`src/sfp_pkg.sv`:
```
package sfp_pkg;

    // framing symbols
    localparam logic [7:0] SYM_START = 8'h24;
    localparam logic [7:0] SYM_LF    = 8'h0A;
    localparam logic [7:0] SYM_CR    = 8'h0D;

    // message kinds
    localparam logic [7:0] KIND_DATA  = 8'd1;
    localparam logic [7:0] KIND_DEBUG = 8'd3;

    // data kinds
    localparam logic [7:0] DK_ACCEL = 8'd0;
    localparam logic [7:0] DK_GYRO  = 8'd1;
    localparam logic [7:0] DK_ROT   = 8'd5;

    // request codes
    localparam logic REQ_BYTE    = 1'b0;
    localparam logic REQ_RELEASE = 1'b1;

    // store targets
    localparam logic [1:0] TGT_NONE  = 2'd0;
    localparam logic [1:0] TGT_LINE  = 2'd1;
    localparam logic [1:0] TGT_DATA  = 2'd2;

    // completed record codes
    localparam logic [1:0] REC_NONE  = 2'd0;
    localparam logic [1:0] REC_ACCEL = 2'd1;
    localparam logic [1:0] REC_GYRO  = 2'd2;
    localparam logic [1:0] REC_ROT   = 2'd3;

    typedef struct packed {
        logic       req_type;
        logic [7:0] rx_byte;
    } sfp_req_t;

    typedef struct packed {
        logic [1:0] write_target;
        logic [7:0] write_index;
        logic [7:0] write_byte;
        logic [1:0] record_done;
        logic       line_done;
    } sfp_res_t;

endpackage

```
`src/sfp_if.sv`:
```
interface sfp_req_if;
    logic       valid;
    logic       ready;
    logic       req_type;
    logic [7:0] rx_byte;

    modport source (output valid, output req_type, output rx_byte, input ready);
    modport sink   (input valid, input req_type, input rx_byte, output ready);
endinterface

interface sfp_res_if;
    logic       valid;
    logic       ready;
    logic [1:0] write_target;
    logic [7:0] write_index;
    logic [7:0] write_byte;
    logic [1:0] record_done;
    logic       line_done;

    modport source (output valid, output write_target, output write_index,
                    output write_byte, output record_done, output line_done,
                    input ready);
    modport sink   (input valid, input write_target, input write_index,
                    input write_byte, input record_done, input line_done,
                    output ready);
endinterface

```
`src/sensor_frame_parser_top.sv`:
```
// sensor frame parser: deframes a received serial byte stream into debug
// text line writes and data record writes
//
// req_ch carries one request per transfer: a received byte (req_type 0)
// or a release of the held debug line (req_type 1)
// res_ch carries exactly one result per request, in order: the store to
// write (none, debug line, data record), index and byte, plus record_done
// and line_done flags
//
// a request passes through the input register and then the result
// register, which drives res_ch; throughput is one request per cycle
// while the receiver keeps res_ch.ready high, set by the single frame
// state update in the deframer
//
// reset clears frame position, message and data kind, line length and the
// line hold flag; both stage registers come up empty
// when the receiver stalls, the result register holds its transfer, the
// input register takes one more request if empty, then req_ch.ready drops
module sensor_frame_parser_top
    import sfp_pkg::*;
#(
    parameter int RECORD_BYTES = 16
)
(
    input  logic      clk,
    input  logic      rst_n,
    sfp_req_if.sink   req_ch,
    sfp_res_if.source res_ch
);

    logic     item_valid;
    logic     can_load;
    logic     advance;
    sfp_req_t item;
    sfp_res_t result;

    // a request moves from the input register into the result register
    // and updates the frame state in the same edge
    assign advance = item_valid && can_load;

    sfp_in_stage u_in_stage (
        .clk        (clk),
        .rst_n      (rst_n),
        .req_ch     (req_ch),
        .advance    (advance),
        .item_valid (item_valid),
        .item       (item)
    );

    sfp_deframer #(
        .RECORD_BYTES (RECORD_BYTES)
    ) u_deframer (
        .clk     (clk),
        .rst_n   (rst_n),
        .advance (advance),
        .item    (item),
        .result  (result)
    );

    sfp_out_stage u_out_stage (
        .clk      (clk),
        .rst_n    (rst_n),
        .res_ch   (res_ch),
        .load     (advance),
        .result   (result),
        .can_load (can_load)
    );

endmodule

```
`src/sfp_in_stage.sv`:
```
module sfp_in_stage
    import sfp_pkg::*;
(
    input  logic     clk,
    input  logic     rst_n,
    sfp_req_if.sink  req_ch,
    input  logic     advance,
    output logic     item_valid,
    output sfp_req_t item
);

    logic     valid_reg;
    logic     valid_next;
    sfp_req_t item_reg;

    // slot frees up when the held item moves on
    assign req_ch.ready = !valid_reg || advance;
    assign valid_next   = req_ch.valid ? 1'b1 : (valid_reg && !advance);

    always_ff @(posedge clk or negedge rst_n)
    begin
        if (!rst_n)
        begin
            valid_reg <= 1'b0;
        end
        else if (req_ch.ready)
        begin
            valid_reg <= valid_next;
        end
    end

    always_ff @(posedge clk)
    begin
        if (req_ch.ready && req_ch.valid)
        begin
            item_reg.req_type <= req_ch.req_type;
            item_reg.rx_byte  <= req_ch.rx_byte;
        end
    end

    assign item_valid = valid_reg;
    assign item       = item_reg;

endmodule

```
`src/sfp_deframer.sv`:
```
module sfp_deframer
    import sfp_pkg::*;
#(
    parameter int RECORD_BYTES = 16
)
(
    input  logic     clk,
    input  logic     rst_n,
    input  logic     advance,
    input  sfp_req_t item,
    output sfp_res_t result
);

    localparam logic [7:0] LINE_LIMIT = 8'(RECORD_BYTES - 2);
    localparam logic [7:0] REC_LIMIT  = 8'(RECORD_BYTES);
    localparam logic [7:0] LAST_POS   = 8'(RECORD_BYTES - 1);

    logic [7:0] frame_pos_reg;
    logic [7:0] frame_pos_next;
    logic [7:0] message_kind_reg;
    logic [7:0] message_kind_next;
    logic [7:0] data_kind_reg;
    logic [7:0] data_kind_next;
    logic [7:0] line_len_reg;
    logic [7:0] line_len_next;
    logic       line_held_reg;
    logic       line_held_next;
    logic       kind_known;

    assign kind_known = (data_kind_reg == DK_ACCEL) || (data_kind_reg == DK_GYRO)
                     || (data_kind_reg == DK_ROT);

    always_comb
    begin
        result            = '0;
        frame_pos_next    = frame_pos_reg;
        message_kind_next = message_kind_reg;
        data_kind_next    = data_kind_reg;
        line_len_next     = line_len_reg;
        line_held_next    = line_held_reg;

        if (item.req_type == REQ_RELEASE)
        begin
            line_held_next = 1'b0;
        end
        else
        begin
            frame_pos_next = frame_pos_reg + 8'd1;
            if (item.rx_byte == SYM_START)
            begin
                frame_pos_next = 8'd1;
            end
            else if (frame_pos_reg == 8'd1)
            begin
                message_kind_next = item.rx_byte;
            end
            else if (message_kind_reg == KIND_DEBUG)
            begin
                if (frame_pos_reg < LINE_LIMIT && !line_held_reg)
                begin
                    result.write_target = TGT_LINE;
                    result.write_index  = line_len_reg;
                    if (item.rx_byte == SYM_LF)
                    begin
                        result.line_done = 1'b1;
                        line_held_next   = 1'b1;
                        line_len_next    = 8'd0;
                    end
                    else
                    begin
                        result.write_byte = (item.rx_byte == SYM_CR) ? 8'd0 : item.rx_byte;
                        line_len_next     = line_len_reg + 8'd1;
                    end
                end
            end
            else if (message_kind_reg == KIND_DATA)
            begin
                if (frame_pos_reg == 8'd2)
                begin
                    data_kind_next = item.rx_byte;
                end
                else if (kind_known && frame_pos_reg < REC_LIMIT)
                begin
                    result.write_target = TGT_DATA;
                    result.write_index  = frame_pos_reg;
                    result.write_byte   = item.rx_byte;
                    if (frame_pos_reg == LAST_POS)
                    begin
                        if (data_kind_reg == DK_ACCEL)
                        begin
                            result.record_done = REC_ACCEL;
                        end
                        else if (data_kind_reg == DK_GYRO)
                        begin
                            result.record_done = REC_GYRO;
                        end
                        else
                        begin
                            result.record_done = REC_ROT;
                        end
                    end
                end
            end
        end
    end

    always_ff @(posedge clk or negedge rst_n)
    begin
        if (!rst_n)
        begin
            frame_pos_reg    <= 8'd0;
            message_kind_reg <= 8'd0;
            data_kind_reg    <= 8'd0;
            line_len_reg     <= 8'd0;
            line_held_reg    <= 1'b0;
        end
        else if (advance)
        begin
            frame_pos_reg    <= frame_pos_next;
            message_kind_reg <= message_kind_next;
            data_kind_reg    <= data_kind_next;
            line_len_reg     <= line_len_next;
            line_held_reg    <= line_held_next;
        end
    end

endmodule

```
`src/sfp_out_stage.sv`:
```
module sfp_out_stage
    import sfp_pkg::*;
(
    input  logic      clk,
    input  logic      rst_n,
    sfp_res_if.source res_ch,
    input  logic      load,
    input  sfp_res_t  result,
    output logic      can_load
);

    logic     valid_reg;
    sfp_res_t data_reg;

    // free when empty or when the waiting result leaves this cycle
    assign can_load = !valid_reg || res_ch.ready;

    always_ff @(posedge clk or negedge rst_n)
    begin
        if (!rst_n)
        begin
            valid_reg <= 1'b0;
        end
        else if (can_load)
        begin
            valid_reg <= load;
        end
    end

    always_ff @(posedge clk)
    begin
        if (load)
        begin
            data_reg <= result;
        end
    end

    assign res_ch.valid        = valid_reg;
    assign res_ch.write_target = data_reg.write_target;
    assign res_ch.write_index  = data_reg.write_index;
    assign res_ch.write_byte   = data_reg.write_byte;
    assign res_ch.record_done  = data_reg.record_done;
    assign res_ch.line_done    = data_reg.line_done;

endmodule

```
`src/flat_wrapper.sv`:
```
// flat-port wrapper written by rule: the top's interface ports become plain ports
module sensor_frame_parser_top_flat import sfp_pkg::*;
#(
    parameter int RECORD_BYTES = 16
)
  (clk, rst_n, req_ch_valid, req_ch_req_type, req_ch_rx_byte, req_ch_ready, res_ch_valid, res_ch_write_target, res_ch_write_index, res_ch_write_byte, res_ch_record_done, res_ch_line_done, res_ch_ready);
  sfp_req_if req_ch_i ();
  sfp_res_if res_ch_i ();
  input  logic clk;
  input  logic rst_n;
  input wire logic [$bits(req_ch_i.valid)-1:0] req_ch_valid;
  input wire logic [$bits(req_ch_i.req_type)-1:0] req_ch_req_type;
  input wire logic [$bits(req_ch_i.rx_byte)-1:0] req_ch_rx_byte;
  output wire logic [$bits(req_ch_i.ready)-1:0] req_ch_ready;
  output wire logic [$bits(res_ch_i.valid)-1:0] res_ch_valid;
  output wire logic [$bits(res_ch_i.write_target)-1:0] res_ch_write_target;
  output wire logic [$bits(res_ch_i.write_index)-1:0] res_ch_write_index;
  output wire logic [$bits(res_ch_i.write_byte)-1:0] res_ch_write_byte;
  output wire logic [$bits(res_ch_i.record_done)-1:0] res_ch_record_done;
  output wire logic [$bits(res_ch_i.line_done)-1:0] res_ch_line_done;
  input wire logic [$bits(res_ch_i.ready)-1:0] res_ch_ready;
  assign req_ch_i.valid = req_ch_valid;
  assign req_ch_i.req_type = req_ch_req_type;
  assign req_ch_i.rx_byte = req_ch_rx_byte;
  assign req_ch_ready = req_ch_i.ready;
  assign res_ch_valid = res_ch_i.valid;
  assign res_ch_write_target = res_ch_i.write_target;
  assign res_ch_write_index = res_ch_i.write_index;
  assign res_ch_write_byte = res_ch_i.write_byte;
  assign res_ch_record_done = res_ch_i.record_done;
  assign res_ch_line_done = res_ch_i.line_done;
  assign res_ch_i.ready = res_ch_ready;
  sensor_frame_parser_top #(.RECORD_BYTES(RECORD_BYTES)) u_core (.clk(clk), .rst_n(rst_n), .req_ch(req_ch_i), .res_ch(res_ch_i));
endmodule
```
`config.mk`:
```
export PLATFORM = sky130hd
export DESIGN_NAME = sensor_frame_parser_top_flat
export DESIGN_NICKNAME = d
export VERILOG_FILES = /design/src/sfp_pkg.sv /design/src/sfp_if.sv /design/src/sensor_frame_parser_top.sv /design/src/sfp_in_stage.sv /design/src/sfp_deframer.sv /design/src/sfp_out_stage.sv /design/src/flat_wrapper.sv
export SDC_FILE = /design/constraint.sdc
export NUM_CORES = 1
export LEC_CHECK = 0
export BUFFER_PORTS_ARGS = -buffer_cell sky130_fd_sc_hd__buf_2
export CAP_MARGIN = 0
export CORE_ASPECT_RATIO = 2
export CORE_MARGIN = 2
export CORE_UTILIZATION = 57
export DETAILED_ROUTE_END_ITERATION = 6
export PLACE_DENSITY = 0.78
export SETUP_SLACK_MARGIN = 0.2
export SYNTH_ARGS = -nofsm -noshare
export SYNTH_HDL_FRONTEND = slang
export SYNTH_SLANG_ARGS = --single-unit
```
`constraint.sdc`:
```
create_clock -name clk -period 2.9 [get_ports clk]
set_clock_uncertainty 0.05 [all_clocks]
set_input_delay 0.58 -clock clk [delete_from_list [all_inputs] [get_ports clk]]
set_output_delay 0.58 -clock clk [all_outputs]
set_load 0.05 [all_outputs]
```
# Yosys cells after proc, flatten, opt, wreduce, memory -nomap -nowiden
# Cells that the tools add are included.
# word_totals
wordCells,85
ramBits,0
regBits,65
latch_bits,0
inputBits,13
memories,0
out_inout_bits,23
mem_bits_ro,0
# op_classes
div_mod_pow,0
n_reduce_logical,26
n_eq_ne,12
magnitude_cmp,2
bitwise_logic,8
add_sub_neg,2
muxes,20
shift,0
multipliers,0
# op_table
cell,n
20-bit two-way mux,3
8-bit two-way mux,4
8-bit by 1-bit equality test with 1-bit output (second input constant),3
8-bit by 4-bit equality test with 1-bit output (second input constant),3
18-bit two-way mux,1
17-bit two-way mux,1
8-bit by 1-bit adder with 8-bit output (second input constant),2
8-bit by 2-bit equality test with 1-bit output (second input constant),2
6-bit AND reduction,2
1-bit two-way mux,9
9-bit OR reduction,1
8-bit by 3-bit equality test with 1-bit output (second input constant),1
8-bit by 6-bit equality test with 1-bit output (second input constant),1
8-bit zero test,1
8-bit by 4-bit < comparator with 1-bit output (second input constant),1
8-bit by 5-bit < comparator with 1-bit output (second input constant),1
1-bit inverter,8
8-bit OR reduction,1
7-bit AND reduction,1
2-bit nonzero test,3
1-bit logical AND,5
5-bit OR reduction,1
1-bit zero test,4
1-bit logical OR,4
other kinds (5),7

# Depth between registers and ports, before layout
# Gate-level depths: netlist of the first run.
# depth
depth_word,8
mapped_depth,8

# Modules after synthesis
# From an unflattened synthesis of the first run, not the netlist that was laid out.
# unflattened
cells_unflattened,234
hier_area_um2,2911.5
# by_module_without_submodules
module,cells_each,instances,area_per_inst_um2
sfp_deframer,196,1,1903.1
sfp_out_stage,24,1,678.2
sfp_in_stage,13,1,324.1
sensor_frame_parser_top,1,1,6.3

# Worst setup path after synthesis of the first run
# OpenSTA, ideal clock, no wires.
# synth_path
kind,reg2reg
from,register u_core.u_out_stage.valid_reg (netlist: u_core.u_out_stage.res_ch.valid)
to,register u_core.u_deframer.data_kind_reg[0]
required_time_ns,2.725
path_buffers,1
period_less_slack_ns,2.492
arrival_ns,2.318
stages_incl_launch_ff,6
slack_ns,0.408
setup_time_ns,0.125
path_cell_list,dfrtp_1 -> nand2b_1 -> and2_1 -> clkbuf_1 -> nand4_2 -> mux2_2
# synth_between
elab_chain_len,4
# synth_rtl
element,line,source
"start, declared",sfp_out_stage.sv:12,logic valid_reg;
"start signal, assigned",sfp_out_stage.sv:26,valid_reg <= load;
1-bit zero test,sfp_out_stage.sv:16,assign can_load = !valid_reg || res_ch.ready;
1-bit logical OR,sfp_out_stage.sv:16,
1-bit logical AND,sensor_frame_parser_top.sv:39,assign advance = item_valid && can_load;
named net u_core.advance,sensor_frame_parser_top.sv:33,logic advance;
7-bit AND reduction (no source line),n/a,
"end signal, assigned",sfp_deframer.sv:121,data_kind_reg <= data_kind_next;
"end, declared",sfp_deframer.sv:22,logic [7:0] data_kind_reg;
# The timed path passes the listed nets, and every way through them passes these cells.
# A chain may end at the register's enable or synchronous reset.

# Worst setup path after layout of the first run
# layout_path
from,register u_core.u_deframer.message_kind_reg[6]
to,register u_core.u_deframer.line_len_reg[5]
# layout_between
elab_chain_len,2
# layout_rtl
element,line,source
"start, declared",sfp_deframer.sv:20,logic [7:0] message_kind_reg;
"start signal, assigned",sfp_deframer.sv:120,message_kind_reg <= message_kind_next;
8-bit by 2-bit equality test with 1-bit output,sfp_deframer.sv:57,else if (message_kind_reg == KIND_DEBUG)
6-bit AND reduction (no source line),n/a,
"end signal, assigned",sfp_deframer.sv:122,line_len_reg <= line_len_next;
"end, declared",sfp_deframer.sv:24,logic [7:0] line_len_reg;
# No other way between the ends.

==> results.json, run 1 <==
{
  "postPlaceCellArea_um2": 3200,
  "grt-ovfl-total": 0,
  "grt_use_total_pct": 23.5,
  "worstSetupPathType": "register to register",
  "ys_types": 46,
  "synth.area.top_cells": "edfxtp_1 31%, dfrtp_1 30%, mux2_2 6.1%, nor2_1 2.8%, o21ai_0 2.2%",
  "postCtsSetupBuffers": 0,
  "worstMarginPinSlew_ps": 780,
  "r2r_setup_slack_ps": 520,
  "ys_ff_latch": 65,
  "synth_flop_cell": "dfrtp_1",
  "hold_viol_final": 0,
  "die_y_um": 106,
  "syn_avg_cell_area_um2": 12.4,
  "antenna_cells": 0,
  "slew_headroom_pct": 48.0,
  "die_area_um2": 5810,
  "setup_violations": 0,
  "grt_max_degree": 36,
  "gp_congestion": 0.894,
  "crit_fanout": 11,
  "detail_route.first_pass.iterations": 5,
  "cts_hold_buf": 0,
  "finalCritPeriodShare_pct": 82.0,
  "cts.sinks": 65,
  "cap_violations": 0,
  "final_cell_mix": "35 x buf_2, 35 x dfrtp_1, 30 x edfxtp_1",
  "final_nets": 299,
  "cts_tree": "done",
  "instances_no_fill": 345,
  "antenna_found_initial": 0,
  "r2r-end": "u_core.u_deframer.line_len_reg[5]",
  "yosys.area.top_type": "edfxtp_1",
  "end_kind": "register",
  "viasPerCell": 5.92,
  "syn2layout_area_growth_pct": 15.7,
  "p_leak_nw": 1.46,
  "fp-row-count": 37,
  "cp_num_buf_inv": 1,
  "crit_start": "u_core.u_deframer.message_kind_reg[6]",
  "netlist.area_leader.share_pct": 30.5,
  "cp.required_ps": 3080,
  "core-area_um2": 5050,
  "cts_resized": 0,
  "port-buffer-count": 35,
  "final_util_pct": 67.7,
  "async_flop_share_pct": 53.8,
  "largest_register_ffs": 9,
  "worstPathCellList": "nor4b_2 -> o2111ai_4 -> nor4_2 -> buf_4 -> and3_1 -> nor2_1",
  "syn-cell-area_um2": 2950,
  "grt_pass1_wl_mm": 9.58,
  "wire_per_inst_um": 16.7,
  "drc": 0,
  "hpwl_mm": 4.13,
  "postRouteAntennaNets": 0,
  "cts_root_buffer": "clkbuf_8",
  "vias": 2042,
  "postLayoutCellArea_um2": 3420,
  "grt_pass1_vias": 2047,
  "syn-num-nets": 255,
  "fin_ws_ps": 521,
  "drv_slew": 0,
  "cp.arrival_ps": 2560,
  "whs_ps": 258,
  "numCtsBuffers": 9,
  "clk_path_buf_depth": 2,
  "cp.depth": 6,
  "fin_crit_ps": 2380,
  "synthCells": 238,
  "peakVddDrop_mv": 0.520,
  "initial_core_util_pct": 58.5,
  "drt_iter0_drc": 47,
  "fp.dieW_um": 54.9,
  "cp-start-kind": "register",
  "cp_top_family": "simple AND/OR/NAND/NOR gates",
  "totalWireLength_mm": 5.78,
  "drive_gt1_share_pct": 27.9,
  "status": "finished clean",
  "endpoint": "u_core.u_deframer.line_len_reg[5]",
  "fmax_mhz": 420,
  "p_per_area_nw_per_um2": 753,
  "fin_setup_tns_ps": 0,
  "r2r_cells": 6,
  "timing.rr.start": "u_core.u_deframer.message_kind_reg[6]",
  "rsz0062_at_grt": "no",
  "synth-edff-count": 30,
  "clkLatencyLatePin_ps": 350,
  "yosys_warnings": 0,
  "min_path_type": "input port to asynchronous set/reset pin",
  "dpl_worst_slack_ps": 553,
  "total_power_mw": 2.57,
  "io_pins": 36,
  "cp_slowest_stage_delay_ps": 520,
  "placedCellCount": 329,
  "path_clk_slew_ps": 70,
  "slowest_stage": "nor4b_2",
  "yosysSeqAreaShare_pct": 60.2,
  "cts_max_level": 3
}
## synthesized netlist by cell type, types with 6 or more instances
cell and n:
dfrtp_1 35, edfxtp_1 30, nor2_1 22, mux2_2 16
nand2_1 14, o21ai_0 13, inv_1 10, nand3_1 9
and2_1 7, and3_1 6, nor4_1 6, xnor2_1 6
## power by group
group	switching [mW]	internal, mW	total [mW]
clock	0.330	0.506	0.836
combinational	0.321	0.184	0.504
sequential	0.133	1.10	1.23
## final cells by class
class / instances / area (um2)
clock buffer: 13 / 149
clock inverter: 3 / 63.8
fill: 381 / 1630
inverter: 10 / 37.5
multi-input combinational: 157 / 1110
sequential: 65 / 1780
tap: 58 / 72.6
timing repair buffer: 39 / 205
## metal layers
metal	vias to the layer above	global-route usage (%)	wire length, um
met5	-	0	0
met4	0	13.8	246
met3	23	6.37	312
met2	82	36.4	3050
met1	983	27.9	2160
li1	954	-	-
## worst min-delay path by stage
stage | startpoint | end | slack (ps) | depth (start not counted)
floorplan | rst_n | u_core.u_deframer.data_kind_reg[0] | 230 | 0
global placement | u_core.u_deframer.message_kind_reg[0] | u_core.u_deframer.message_kind_reg[0] | 430 | 1
detailed placement | u_core.u_deframer.message_kind_reg[0] | u_core.u_deframer.message_kind_reg[0] | 440 | 1
CTS | rst_n | u_core.u_deframer.frame_pos_reg[2] | 280 | 1
global route | rst_n | u_core.u_deframer.frame_pos_reg[3] | 330 | 1
finish | rst_n | u_core.u_deframer.frame_pos_reg[6] | 260 | 1
## kinds of logic (layout without fill, tap and decap cells)
group | count (synthesis) | in the layout | share of synthesized area [%]
adder cells (fa/ha/maj) | 4 | 4 | 1.69
AO/OA/AOI/OAI | 29 | 29 | 6.78
XOR/XNOR | 6 | 6 | 1.78
AND/OR/NAND/NOR | 100 | 100 | 20.6
multiplexers | 18 | 18 | 6.82
flip-flops | 65 | 65 | 60.2
buffers and inverters | 16 | 65 | 2.16
No activity file was read; power rests on OpenSTA's default activity.
==> inputs of run 2 (changes only) <==
==> constraint.sdc (replaced) <==
create_clock -name clk -period 2.3 [get_ports clk]
set_clock_uncertainty 0.05 [all_clocks]
set_input_delay 0.46 -clock clk [delete_from_list [all_inputs] [get_ports clk]]
set_output_delay 0.46 -clock clk [all_outputs]
set_load 0.05 [all_outputs]
==> run 2 against run 1 <==
Against the previous run:
- die area stayed put
- sequential power is 25% higher
- setup slack worse by 300 ps
- critical path depth is 2 higher
- sequential cell count stayed put
- first-iteration DRC count is 13% lower
- sequential share of layout area is 1.9 points lower
- clock-buffer cell count stayed put
- core utilization is 2.5 points higher
- worst hold slack worse by 97 ps
- clock power is 6.3% lower
- final area is 3.7% higher
- critical path type unchanged
- critical endpoint is now u_core.u_out_stage.res_ch.write_index[1]
- highest routed layer unchanged
==> results.json, run 2 (synthesis gave the netlist of run 1 again) <==
{
  "syn2layout_area_growth_pct": 20.0,
  "port-buffer-count": 35,
  "multi_input_area_um2": 1180,
  "drt_iter0_drc": 41,
  "io_pins": 36,
  "drv_slew": 0,
  "drc": 0,
  "die_area_um2": 5810,
  "cp.arrival_ps": 2230,
  "cap_violations": 0,
  "p_comb_share_pct": 24.6,
  "rsz0062_at_grt": "yes",
  "end_kind": "register",
  "grt_pass1_wl_mm": 9.49,
  "power.share.switching_pct": 31.9,
  "fin_setup_tns_ps": 0,
  "wire_per_inst_um": 16.0,
  "r2r_setup_slack_ps": 220,
  "cp-start-kind": "register",
  "grt_pass1_vias": 2102,
  "hold_viol_final": 0,
  "cp.required_ps": 2450,
  "slew_headroom_pct": 47.0,
  "p_leak_nw": 1.51,
  "cts_tree": "done",
  "totalWireLength_mm": 5.75,
  "path_clk_slew_ps": 70,
  "status": "finished clean",
  "gp_congestion": 0.892,
  "wl_met2_mm": 3.11,
  "antenna_found_initial": 0,
  "worstSetupPathType": "register to register",
  "final_nets": 314,
  "viasPerCell": 5.72,
  "fp-row-count": 37,
  "detail_route.first_pass.iterations": 4,
  "fillers": 387,
  "fp.dieW_um": 54.9,
  "fmax_mhz": 480,
  "clk_path_buf_depth": 2,
  "grt-ovfl-total": 0,
  "antenna_cells": 0,
  "final_cell_mix": "35 x buf_2, 35 x dfrtp_1, 30 x edfxtp_1",
  "clkLatencyLatePin_ps": 340,
  "vias": 2053,
  "wl_met1_mm": 2.25,
  "crit_fanout": 5,
  "finalCritPeriodShare_pct": 90.5,
  "dr.max_layer_used": "met4",
  "grt_use_total_pct": 22.9,
  "routed-wl-met3_um": 233,
  "fin_crit_ps": 2080,
  "setup_violations": 0,
  "p_sw_mw": 0.985,
  "cts_root_buffer": "clkbuf_8",
  "drive_gt1_share_pct": 34.2,
  "grt_max_degree": 36,
  "p_per_area_nw_per_um2": 871,
  "numCtsBuffers": 9,
  "peakVddDrop_mv": 0.662,
  "cts_hold_buf": 0,
  "instances_no_fill": 359,
  "core-area_um2": 5050,
  "p_int_mw": 2.10,
  "cts.sinks": 65,
  "seq_area_um2": 1780,
  "largest_register_ffs": 9,
  "placedCellCount": 337,
  "hpwl_mm": 4.15,
  "seqPwrFrac_pct": 50.1,
  "min_path_type": "input port to asynchronous set/reset pin",
  "die_y_um": 106,
  "worstMarginPinSlew_ps": 795,
  "clockPowerShare_pct": 25.4,
  "postRouteAntennaNets": 0,
  "initial_core_util_pct": 58.5,
  "cts_max_level": 3
}
-- run 2: cell types whose count changed in the layout (fill, tap and decap cells not counted), sizes merged --
cell,delta
clkinv,+1
buf,+15
bufinv,-2
-- run 2: per-layer routing --
layer,global-route usage [%],up-vias
met4,10.8,0
met1,27.8,1001
met3,6.09,14
li1,-,982
met2,36.5,56
met5,0,-
-- run 2: critical path: stages (launching register included) --
cell and delay, ps:
dfrtp_1 410, inv_1 70, ha_2 170, nor3b_1 130
buf_4 140, nand4b_1 290, nor4_4 350, buf_4 190
a22o_1 130
-- run 2: metrics by stage --
step	setup WS, ps	hold WS, ps	power, mW	cell area, um2	util [%]
floorplan	254	114	2.02	2950	-
global placement	138	441	2.21	3260	64.7
detailed placement	108	449	2.24	3260	64.7
CTS	203	166	3.06	3450	68.4
global route	139	218	3.25	3540	70.2
finish	218	160	3.09	3540	70.2
-- run 2: final timing paths --
check,start,to,cells past startpoint
hold / removal,rst_n,u_core.u_deframer.frame_pos_reg[6],1
max in group asynchronous,rst_n,u_core.u_deframer.data_kind_reg[6],1
setup / recovery,u_core.u_deframer.frame_pos_reg[0],u_core.u_out_stage.res_ch.write_index[1],8
setup reg to reg,u_core.u_deframer.frame_pos_reg[0],u_core.u_out_stage.res_ch.write_index[1],8
hold reg to reg,u_core.u_deframer.data_kind_reg[7],u_core.u_deframer.data_kind_reg[7],1
min in group clk,req_ch_rx_byte[0],u_core.u_in_stage.item[0],1
-- run 2: repair_timing --
action | CTS | global route
buffers inserted | 1 | 6
setup endpoints to repair | 33 | 33
resized for setup | 4 | 11
pin swaps | 2 | 4
-- run 2: power groups by stage --
stage | Clock (mW) | Sequential, mW | Combinational [mW]
global placement | 0 | 1.55 | 0.660
detailed placement | 0 | 1.55 | 0.687
floorplan | 0 | 1.62 | 0.398
CTS | 0.807 | 1.54 | 0.711
global route | 0.853 | 1.57 | 0.821
finish | 0.783 | 1.54 | 0.758
-- run 2: layout make-up --
type / count / share of cell area [%]
Clock buffer: 13 / 4.20
Clock inverter: 2 / 0.212
Inverter: 10 / 1.06
Multi-Input combinational cell: 157 / 33.4
Sequential cell: 65 / 50.1
Tap cell: 58 / 2.05
Timing Repair Buffer: 54 / 8.97
